==> config.mk <==
export PLATFORM = sky130hd
export DESIGN_NAME = positional_list_engine_top_flat
export DESIGN_NICKNAME = d
export VERILOG_FILES = /design/src/rtl/plm_pkg.sv /design/src/rtl/plm_req_if.sv /design/src/rtl/plm_rsp_if.sv /design/src/rtl/positional_list_engine_top.sv /design/src/rtl/plm_cell.sv /design/src/flat_wrapper.sv
export SDC_FILE = /design/constraint.sdc
export NUM_CORES = 2
export LEC_CHECK = 0
export BUFFER_PORTS_ARGS = -buffer_cell sky130_fd_sc_hd__buf_4
export CAP_MARGIN = 20
export CORE_MARGIN = 5
export CORE_UTILIZATION = 55
export DETAILED_ROUTE_END_ITERATION = 8
export HOLD_SLACK_MARGIN = 0.05
export PLACE_DENSITY = 0.76
export REMOVE_ABC_BUFFERS = 1
export SYNTH_ARGS = -nofsm -noshare
export SYNTH_HDL_FRONTEND = slang
export SYNTH_SLANG_ARGS = --single-unit
==> constraint.sdc <==
create_clock -name clk -period 5.73 [get_ports clk]
set_input_delay 0.573 -clock clk [delete_from_list [all_inputs] [get_ports clk]]
set_output_delay 0.573 -clock clk [all_outputs]
set_load 0.01 [all_outputs]
==> src/rtl/plm_pkg.sv <==
// shared constants, codes and cell command type for the positional list engine
package plm_pkg;

  // default sizing
  localparam int PLM_CAPACITY   = 32;
  localparam int PLM_DATA_WIDTH = 32;

  // fixed field widths of the request and response words
  localparam int REQ_W    = 2;
  localparam int POS_W    = 6;
  localparam int VALUE_W  = 32;
  localparam int STATUS_W = 2;
  localparam int COUNT_W  = 6;

  // cell index width, covers the largest supported capacity
  localparam int IDX_W = 6;

  // request codes
  localparam logic [REQ_W-1:0] REQ_INSERT = 2'd0;
  localparam logic [REQ_W-1:0] REQ_DELETE = 2'd1;
  localparam logic [REQ_W-1:0] REQ_DUMP   = 2'd2;

  // status codes
  localparam logic [STATUS_W-1:0] STAT_OK     = 2'd0;
  localparam logic [STATUS_W-1:0] STAT_BADPOS = 2'd1;
  localparam logic [STATUS_W-1:0] STAT_FULL   = 2'd2;
  localparam logic [STATUS_W-1:0] STAT_EMPTY  = 2'd3;

  // operation broadcast to every cell of the chain
  typedef enum logic [1:0] {
    OP_HOLD   = 2'd0,
    OP_INSERT = 2'd1,
    OP_DELETE = 2'd2,
    OP_ROTATE = 2'd3
  } cell_op_t;

  typedef struct packed {
    cell_op_t         op;
    logic [IDX_W-1:0] idx;   // target slot of an insert or delete
    logic [IDX_W-1:0] tail;  // last occupied slot, for rotation
  } cell_cmd_t;

endpackage

==> src/rtl/plm_req_if.sv <==
// request channel: valid/ready handshake carrying one request word
interface plm_req_if import plm_pkg::*; ();
  logic               valid;
  logic               ready;
  logic [REQ_W-1:0]   req_type;
  logic [POS_W-1:0]   position;
  logic [VALUE_W-1:0] value;

  modport source (output valid, req_type, position, value, input ready);
  modport sink   (input valid, req_type, position, value, output ready);
endinterface

==> src/rtl/plm_rsp_if.sv <==
// response channel: valid/ready handshake carrying one result word
interface plm_rsp_if import plm_pkg::*; ();
  logic                valid;
  logic                ready;
  logic [STATUS_W-1:0] status;
  logic [COUNT_W-1:0]  element_count;
  logic [VALUE_W-1:0]  element_value;
  logic                last;

  modport source (output valid, status, element_count, element_value, last, input ready);
  modport sink   (input valid, status, element_count, element_value, last, output ready);
endinterface

==> src/rtl/positional_list_engine_top.sv <==
// positional list engine: ordered list kept in a chain of shifting cells
// insert and delete register their result word as they are accepted; throughput
// is one per cycle while results are taken, as the whole chain shifts at once
// a dump rotates the n elements through the head cell, one word per cycle while
// results are taken, and takes no request until the last word is loaded
// reset: element count and control clear synchronously; cells stay undefined
module positional_list_engine_top import plm_pkg::*; #(
  parameter int CAPACITY   = PLM_CAPACITY,
  parameter int DATA_WIDTH = PLM_DATA_WIDTH
) (
  input  logic      clk,
  input  logic      rst_n,
  plm_req_if.sink   in_ch,
  plm_rsp_if.source out_ch
);

  localparam int CW   = $clog2(CAPACITY + 1);
  localparam int CMPW = ((CW > POS_W) ? CW : POS_W) + 1;
  localparam int XW   = (DATA_WIDTH > VALUE_W) ? DATA_WIDTH : VALUE_W;

  typedef enum logic [1:0] {
    ST_IDLE = 2'b01,
    ST_DUMP = 2'b10
  } state_t;

  state_t               state_r, state_nxt;
  logic [CW-1:0]        count_r, count_nxt;
  logic [CW-1:0]        dump_cnt_r, dump_cnt_nxt;
  logic                 out_valid_r, out_valid_nxt;
  logic [STATUS_W-1:0]  out_status_r, out_status_nxt;
  logic [COUNT_W-1:0]   out_count_r, out_count_nxt;
  logic [VALUE_W-1:0]   out_value_r, out_value_nxt;
  logic                 out_last_r, out_last_nxt;

  logic                  out_free;
  logic                  in_ready;
  logic                  in_acc;
  logic [CMPW-1:0]       pos_ext;
  logic [CMPW-1:0]       cnt_ext;
  logic                  ins_pos_ok;
  logic                  del_pos_ok;
  logic                  list_full;
  logic                  dump_last;
  logic [XW-1:0]         in_value_ext;
  logic [DATA_WIDTH-1:0] ins_value;
  logic [XW-1:0]         head_ext;
  cell_cmd_t             cmd;

  logic [DATA_WIDTH-1:0] cell_data [CAPACITY];

  // handshake
  assign out_free = !out_valid_r || out_ch.ready;
  assign in_ready = (state_r == ST_IDLE) && out_free;
  assign in_acc   = in_ch.valid && in_ready;
  assign in_ch.ready = in_ready;

  // position and capacity checks
  assign pos_ext    = CMPW'(in_ch.position);
  assign cnt_ext    = CMPW'(count_r);
  assign ins_pos_ok = (pos_ext != '0) && (pos_ext <= cnt_ext + CMPW'(1));
  assign del_pos_ok = (pos_ext != '0) && (pos_ext <= cnt_ext);
  assign list_full  = (count_r == CW'(CAPACITY));
  assign dump_last  = (CW'(dump_cnt_r + CW'(1)) == count_r);

  // data width adaption
  assign in_value_ext = XW'(in_ch.value);
  assign ins_value    = DATA_WIDTH'(in_value_ext);
  assign head_ext     = XW'(cell_data[0]);

  // control: request decode, dump sequencing and result word loading
  always_comb begin
    state_nxt      = state_r;
    count_nxt      = count_r;
    dump_cnt_nxt   = dump_cnt_r;
    out_valid_nxt  = out_valid_r && !out_ch.ready;
    out_status_nxt = out_status_r;
    out_count_nxt  = out_count_r;
    out_value_nxt  = out_value_r;
    out_last_nxt   = out_last_r;
    cmd.op         = OP_HOLD;
    cmd.idx        = IDX_W'(pos_ext - CMPW'(1));
    cmd.tail       = IDX_W'(cnt_ext - CMPW'(1));

    case (state_r)
      ST_IDLE: begin
        if (in_acc) begin
          case (in_ch.req_type)
            REQ_INSERT: begin
              out_valid_nxt = 1'b1;
              out_value_nxt = '0;
              out_last_nxt  = 1'b1;
              if (!ins_pos_ok) begin
                out_status_nxt = STAT_BADPOS;
              end else if (list_full) begin
                out_status_nxt = STAT_FULL;
              end else begin
                out_status_nxt = STAT_OK;
                cmd.op         = OP_INSERT;
                count_nxt      = count_r + CW'(1);
              end
              out_count_nxt = COUNT_W'(count_nxt);
            end
            REQ_DELETE: begin
              out_valid_nxt = 1'b1;
              out_value_nxt = '0;
              out_last_nxt  = 1'b1;
              if (!del_pos_ok) begin
                out_status_nxt = STAT_BADPOS;
              end else begin
                out_status_nxt = STAT_OK;
                cmd.op         = OP_DELETE;
                count_nxt      = count_r - CW'(1);
              end
              out_count_nxt = COUNT_W'(count_nxt);
            end
            REQ_DUMP: begin
              if (count_r == '0) begin
                out_valid_nxt  = 1'b1;
                out_status_nxt = STAT_EMPTY;
                out_count_nxt  = '0;
                out_value_nxt  = '0;
                out_last_nxt   = 1'b1;
              end else begin
                state_nxt    = ST_DUMP;
                dump_cnt_nxt = '0;
              end
            end
            default: ;
          endcase
        end
      end
      ST_DUMP: begin
        // emit head, rotate chain so the next element reaches the head
        if (out_free) begin
          out_valid_nxt  = 1'b1;
          out_status_nxt = STAT_OK;
          out_count_nxt  = COUNT_W'(count_r);
          out_value_nxt  = head_ext[VALUE_W-1:0];
          out_last_nxt   = dump_last;
          cmd.op         = OP_ROTATE;
          dump_cnt_nxt   = dump_cnt_r + CW'(1);
          if (dump_last) begin
            state_nxt = ST_IDLE;
          end
        end
      end
      default: state_nxt = ST_IDLE;
    endcase
  end

  // control registers
  always_ff @(posedge clk) begin
    if (!rst_n) begin
      state_r     <= ST_IDLE;
      count_r     <= '0;
      dump_cnt_r  <= '0;
      out_valid_r <= 1'b0;
    end else begin
      state_r     <= state_nxt;
      count_r     <= count_nxt;
      dump_cnt_r  <= dump_cnt_nxt;
      out_valid_r <= out_valid_nxt;
    end
  end

  // result word registers
  always_ff @(posedge clk) begin
    out_status_r <= out_status_nxt;
    out_count_r  <= out_count_nxt;
    out_value_r  <= out_value_nxt;
    out_last_r   <= out_last_nxt;
  end

  assign out_ch.valid         = out_valid_r;
  assign out_ch.status        = out_status_r;
  assign out_ch.element_count = out_count_r;
  assign out_ch.element_value = out_value_r;
  assign out_ch.last          = out_last_r;

  // chain of list cells
  for (genvar i = 0; i < CAPACITY; i++) begin : g_cell
    logic [DATA_WIDTH-1:0] left_d;
    logic [DATA_WIDTH-1:0] right_d;

    if (i == 0) begin : g_first
      assign left_d = '0;
    end else begin : g_mid_l
      assign left_d = cell_data[i-1];
    end

    if (i == CAPACITY - 1) begin : g_last
      assign right_d = '0;
    end else begin : g_mid_r
      assign right_d = cell_data[i+1];
    end

    plm_cell #(
      .DATA_WIDTH (DATA_WIDTH),
      .INDEX      (i)
    ) u_cell (
      .clk        (clk),
      .cmd        (cmd),
      .ins_value  (ins_value),
      .left_data  (left_d),
      .right_data (right_d),
      .head_data  (cell_data[0]),
      .data_q     (cell_data[i])
    );
  end

  // count never passes capacity
  a_count_bound: assert property (@(posedge clk) disable iff (!rst_n)
    count_r <= CW'(CAPACITY))
    else $error("element count above capacity");

  // a dump only runs over a non-empty list
  a_dump_nonempty: assert property (@(posedge clk) disable iff (!rst_n)
    (state_r == ST_DUMP) |-> (count_r != '0))
    else $error("dump running on empty list");

  // a successful insert grows the list by one
  a_insert_grows: assert property (@(posedge clk) disable iff (!rst_n)
    (in_acc && in_ch.req_type == REQ_INSERT && ins_pos_ok && !list_full)
      |=> (count_r == $past(count_r) + CW'(1)))
    else $error("insert did not grow list");

  // the final dump word returns the engine to idle
  a_dump_ends: assert property (@(posedge clk) disable iff (!rst_n)
    (state_r == ST_DUMP && out_free && dump_last) |=> (state_r == ST_IDLE))
    else $error("dump did not end after last word");

endmodule

==> src/rtl/plm_cell.sv <==
// one list slot: holds an element and shifts to or from its neighbours
module plm_cell import plm_pkg::*; #(
  parameter int DATA_WIDTH = PLM_DATA_WIDTH,
  parameter int INDEX      = 0
) (
  input  logic                  clk,
  input  cell_cmd_t             cmd,
  input  logic [DATA_WIDTH-1:0] ins_value,
  input  logic [DATA_WIDTH-1:0] left_data,
  input  logic [DATA_WIDTH-1:0] right_data,
  input  logic [DATA_WIDTH-1:0] head_data,
  output logic [DATA_WIDTH-1:0] data_q
);

  localparam logic [IDX_W-1:0] MY_IDX = IDX_W'(INDEX);

  logic [DATA_WIDTH-1:0] data_r;
  logic [DATA_WIDTH-1:0] data_nxt;

  // slot update per broadcast operation
  always_comb begin
    data_nxt = data_r;
    case (cmd.op)
      OP_INSERT: begin
        if (MY_IDX == cmd.idx) begin
          data_nxt = ins_value;
        end else if (MY_IDX > cmd.idx) begin
          data_nxt = left_data;
        end
      end
      OP_DELETE: begin
        if (MY_IDX >= cmd.idx) begin
          data_nxt = right_data;
        end
      end
      OP_ROTATE: begin
        if (MY_IDX < cmd.tail) begin
          data_nxt = right_data;
        end else if (MY_IDX == cmd.tail) begin
          data_nxt = head_data;
        end
      end
      default: data_nxt = data_r;
    endcase
  end

  // element storage, no reset needed
  always_ff @(posedge clk) begin
    data_r <= data_nxt;
  end

  assign data_q = data_r;

endmodule

==> src/flat_wrapper.sv <==
// flat-port wrapper written by rule: the top's interface ports become plain ports
module positional_list_engine_top_flat import plm_pkg::*;
#(
  parameter int CAPACITY   = PLM_CAPACITY,
  parameter int DATA_WIDTH = PLM_DATA_WIDTH
)
  (clk, rst_n, in_ch_valid, in_ch_req_type, in_ch_position, in_ch_value, in_ch_ready, out_ch_valid, out_ch_status, out_ch_element_count, out_ch_element_value, out_ch_last, out_ch_ready);
  plm_req_if in_ch_i ();
  plm_rsp_if out_ch_i ();
  input  logic clk;
  input  logic rst_n;
  input wire logic [$bits(in_ch_i.valid)-1:0] in_ch_valid;
  input wire logic [$bits(in_ch_i.req_type)-1:0] in_ch_req_type;
  input wire logic [$bits(in_ch_i.position)-1:0] in_ch_position;
  input wire logic [$bits(in_ch_i.value)-1:0] in_ch_value;
  output wire logic [$bits(in_ch_i.ready)-1:0] in_ch_ready;
  output wire logic [$bits(out_ch_i.valid)-1:0] out_ch_valid;
  output wire logic [$bits(out_ch_i.status)-1:0] out_ch_status;
  output wire logic [$bits(out_ch_i.element_count)-1:0] out_ch_element_count;
  output wire logic [$bits(out_ch_i.element_value)-1:0] out_ch_element_value;
  output wire logic [$bits(out_ch_i.last)-1:0] out_ch_last;
  input wire logic [$bits(out_ch_i.ready)-1:0] out_ch_ready;
  assign in_ch_i.valid = in_ch_valid;
  assign in_ch_i.req_type = in_ch_req_type;
  assign in_ch_i.position = in_ch_position;
  assign in_ch_i.value = in_ch_value;
  assign in_ch_ready = in_ch_i.ready;
  assign out_ch_valid = out_ch_i.valid;
  assign out_ch_status = out_ch_i.status;
  assign out_ch_element_count = out_ch_i.element_count;
  assign out_ch_element_value = out_ch_i.element_value;
  assign out_ch_last = out_ch_i.last;
  assign out_ch_i.ready = out_ch_ready;
  positional_list_engine_top #(.CAPACITY(CAPACITY), .DATA_WIDTH(DATA_WIDTH)) u_core (.clk(clk), .rst_n(rst_n), .in_ch(in_ch_i), .out_ch(out_ch_i));
endmodule
==> flow_summary_export.csv <==
group,metric,value,unit
place,port_buffers,86,
sta,fin_crit_sh,0.8963,
die,die_width,354.3,microns
place,hpwl,154400,microns
route,vias_per_cell,7.195,
clock_tree,cts_tree,"built",
clock_tree,cts_buffers,115,
sta,setup_slack,0.5941,ns
global_route,gr-usage-all-layers,0.3719,
clock_tree,worstSkewPairLatency,0.75,ns
sta,fmax,194.7,MHz
worst_setup_path,startpoint_type,"flip-flop",
clock_tree,post_cts_resize_count,0,
clock_tree,cts.sinks,1080,
route,drt_pass1_iterations,7,
worst_hold_path,hp-start,"rst_n",
sta,setup-violations-final,0,
worst_setup_path,r2r_start,"u_core.count_r[1]",
synth,synth-seq-area-share,0.4952,
finish,fin_nets,6042,
clock_tree,cts_hold_repair.buffers,0,
sta,tns,0,ns
die,rows,126,
place,dp_worst_setup_slack,0.6521,ns
worst_hold_path,hold_path.class,"input port to flip-flop",
worst_setup_path,critPathMaxStageDelay,0.76,ns
worst_setup_path,crit_slowest_cell,"o21ai_4",
global_route,grt_max_degree,203,
synth,synth.area.top_cells,"edfxtp_1, mux2i_1, nand2_1, a221o_1, mux2_2",
global_route,grt-ovfl-total,0,
place,gp_congestion,1.010,
worst_setup_path,critPathKind,"flip-flop to flip-flop",
synth,yosysTopAreaCellShare,0.4906,
route,drc,0,
global_route,grt_pass1_vias,51770,
sta,relSlewSlack,0.1555,
worst_setup_path,cp_top_family,"compound AO/OA/AOI/OAI gates",
pwr,peakVddDrop,0.0003005,V
clock_tree,cts_setup_buffers,0,
route,postRouteAntennaNets,0,
sta,rsz0062_at_grt,"false",
synth,synthCells,6279,
pwr,power.density,315.1,nW/um^2
synth,ys.flop_type,"edfxtp_1",
sta,min_period,5.136,ns
clock_tree,clkTransAtPathRegs,0.06,ns
clock_tree,ctsHtreeMaxLevel,3,
route,drt_iter0_drc,9274,
worst_setup_path,cp-startpoint,"u_core.count_r[1]",
worst_setup_path,worstSetupEndpointType,"flip-flop",
global_route,grt_pass1_wl,352000,microns
die,die-area,125500,sq um
global_route,antenna_found_initial,11,
status,status,"completed",
die,start_util,0.5528,
worst_setup_path,crit_chain,"ha_1 -> nand3_1 -> xnor2_1 -> ha_1 -> a21o_1 -> a21oi_1 -> a21o_1 -> o2111ai_2 -> o21ai_4 -> o21ai_0 -> a21oi_4 -> buf_4",
sta,hold_viol,0,
route,vias,54720,
job,drv_cap,0,
worst_setup_path,critPathMaxFanout,32,
die,coreArea,117900,sq um
route,wirelength,243700,microns
finish,area_growth,8.770,%
synth,synth_area,65190,sq um
clock_tree,clockRootBuffer,"clkbuf_16",
sta,slew_violations,0,
synth,synth_top_area_cell,"edfxtp_1",
die,io_pins,87,
worst_setup_path,critPathBufInv,1,
sta,holdWs,0.1736,ns
synth,yosys_warnings,0,
pwr,power.leakage,0.02681,uW
worst_setup_path,worstPathArrival,5.53,ns
worst_setup_path,worst_ep_required_time,6.12,ns
synth,async_flop_share,0,
synth,syn_area_per_cell,10.38,sq um
die,die_h,354.3,microns
sta,clock_skew,0.02741,ns
synth,synth-seq-cells,1080,
synth,ys_types,79,
synth,synth_edf_count,1065,
sta,tightest_slew,1.267,ns
finish,layout-drive-gt1-share,0.1426,
clock_tree,clock_path_buffers,3,
route,avgRoutedWirePerCell,32.04,microns
synthesized netlist by cell type, drive strengths merged (10+ instances only):
| library cell | count |
|---|---|
| inv | 181 |
| and2 | 12 |
| o22ai | 46 |
| nor2b | 11 |
| dfxtp | 15 |
| clkbuf | 476 |
| edfxtp | 1065 |
| xnor2 | 20 |
| mux2i | 740 |
| a211oi | 15 |
| o21ai | 365 |
| o32ai | 34 |
| ha | 28 |
| mux2 | 320 |
| buf | 238 |
| a21oi | 399 |
| nand3 | 108 |
| nand2 | 1271 |
| nor3b | 31 |
| nor2 | 103 |
| a22oi | 37 |
| a221o | 354 |
| and3 | 42 |
| a31oi | 47 |
| nand2b | 10 |
| nor3 | 38 |
| o221ai | 163 |
layout by cell type, fill, tap and decap left out, types with 117 or more instances in the layout:
cell type  count
inv_1        180
nand2_1     1265
a21oi_1      383
o21ai_0      299
edfxtp_1    1065
clkbuf_16    117
a221o_1      353
o221ai_1     163
mux2i_1      740
buf_4        274
mux2_2       301
flip-flops by register name, summed over array words and instances (netlist names):
register and cells:
u_core.count_r 6, u_core.dump_cnt_r 6, u_core.g_cell.u_cell.data_q 1024, u_core.out_ch.element_count 6, u_core.out_ch.element_value 32, u_core.out_ch.last 1
u_core.out_ch.status 2, u_core.out_ch.valid 1, u_core.state_r 2
worst register-to-register path: stages, from the launching register on:
cell	delay, ns
dfxtp_1	0.72
ha_1	0.46
nand3_1	0.14
xnor2_1	0.32
ha_1	0.31
a21o_1	0.17
a21oi_1	0.25
a21o_1	0.31
o2111ai_2	0.24
o21ai_4	0.76
o21ai_0	0.41
a21oi_4	0.20
buf_4	0.44
power by group:
group	switching, uW	internal (uW)	leakage (uW)
combinational	3020	1600	0.0153
clock	3340	4100	0.00177
sequential	497	9790	0.00977
total	6850	15500	0.0268
layer usage:
layer  share of wire  GRT usage  vias to the layer above  wire [microns]
met3            0.15     0.1259                      783           37550
met1            0.37     0.5080                    26340           90530
met5         0.00080   0.008462                        -             196
met2            0.41     0.5212                     4693           99230
li1                -          -                    22890               -
met4           0.066     0.2017                       12           16160
path summary, 6_finish.rpt:
kind	endpoint	slack (ns)	cells after the start
setup reg to reg	u_core.g_cell[2].u_cell.data_q[14]	0.59	12
hold reg to reg	u_core.dump_cnt_r[1]	0.49	2
hold / removal	u_core.dump_cnt_r[3]	0.17	2
setup / recovery	u_core.g_cell[2].u_cell.data_q[14]	0.59	12
through the flow:
step	power, uW	cell area [sq um]	util	std cells
after CTS	22170	70820	0.6006	7599
after detailed placement	14840	67190	0.5698	7386
after global routing	22960	70900	0.6012	7602
after floorplan	13590	62170	-	5565
final	22340	70900	0.6013	7605
after global placement	14730	67190	0.5698	7386
final cells by class:
cell class / instances / area, sq um
Clock buffer: 138 / 3007
Tap cell: 1536 / 1922
Antenna cell: 3 / 7.507
Timing Repair Buffer: 288 / 2352
Inverter: 184 / 690.7
Sequential cell: 1080 / 32280
Multi-Input combinational cell: 4301 / 30020
Fill cell: 9449 / 47020
Clock inverter: 75 / 625.6
cells by family after synthesis:
| logic type | share of synthesized area |
|---|---|
| fa+ha+maj | 0.005374 |
| xor+xnor | 0.003704 |
| simple gates | 0.1053 |
| compound gates | 0.1647 |
| flops | 0.4952 |
| mux | 0.1689 |
| buf+inv | 0.05685 |
(Power assumes the default switching activity.)
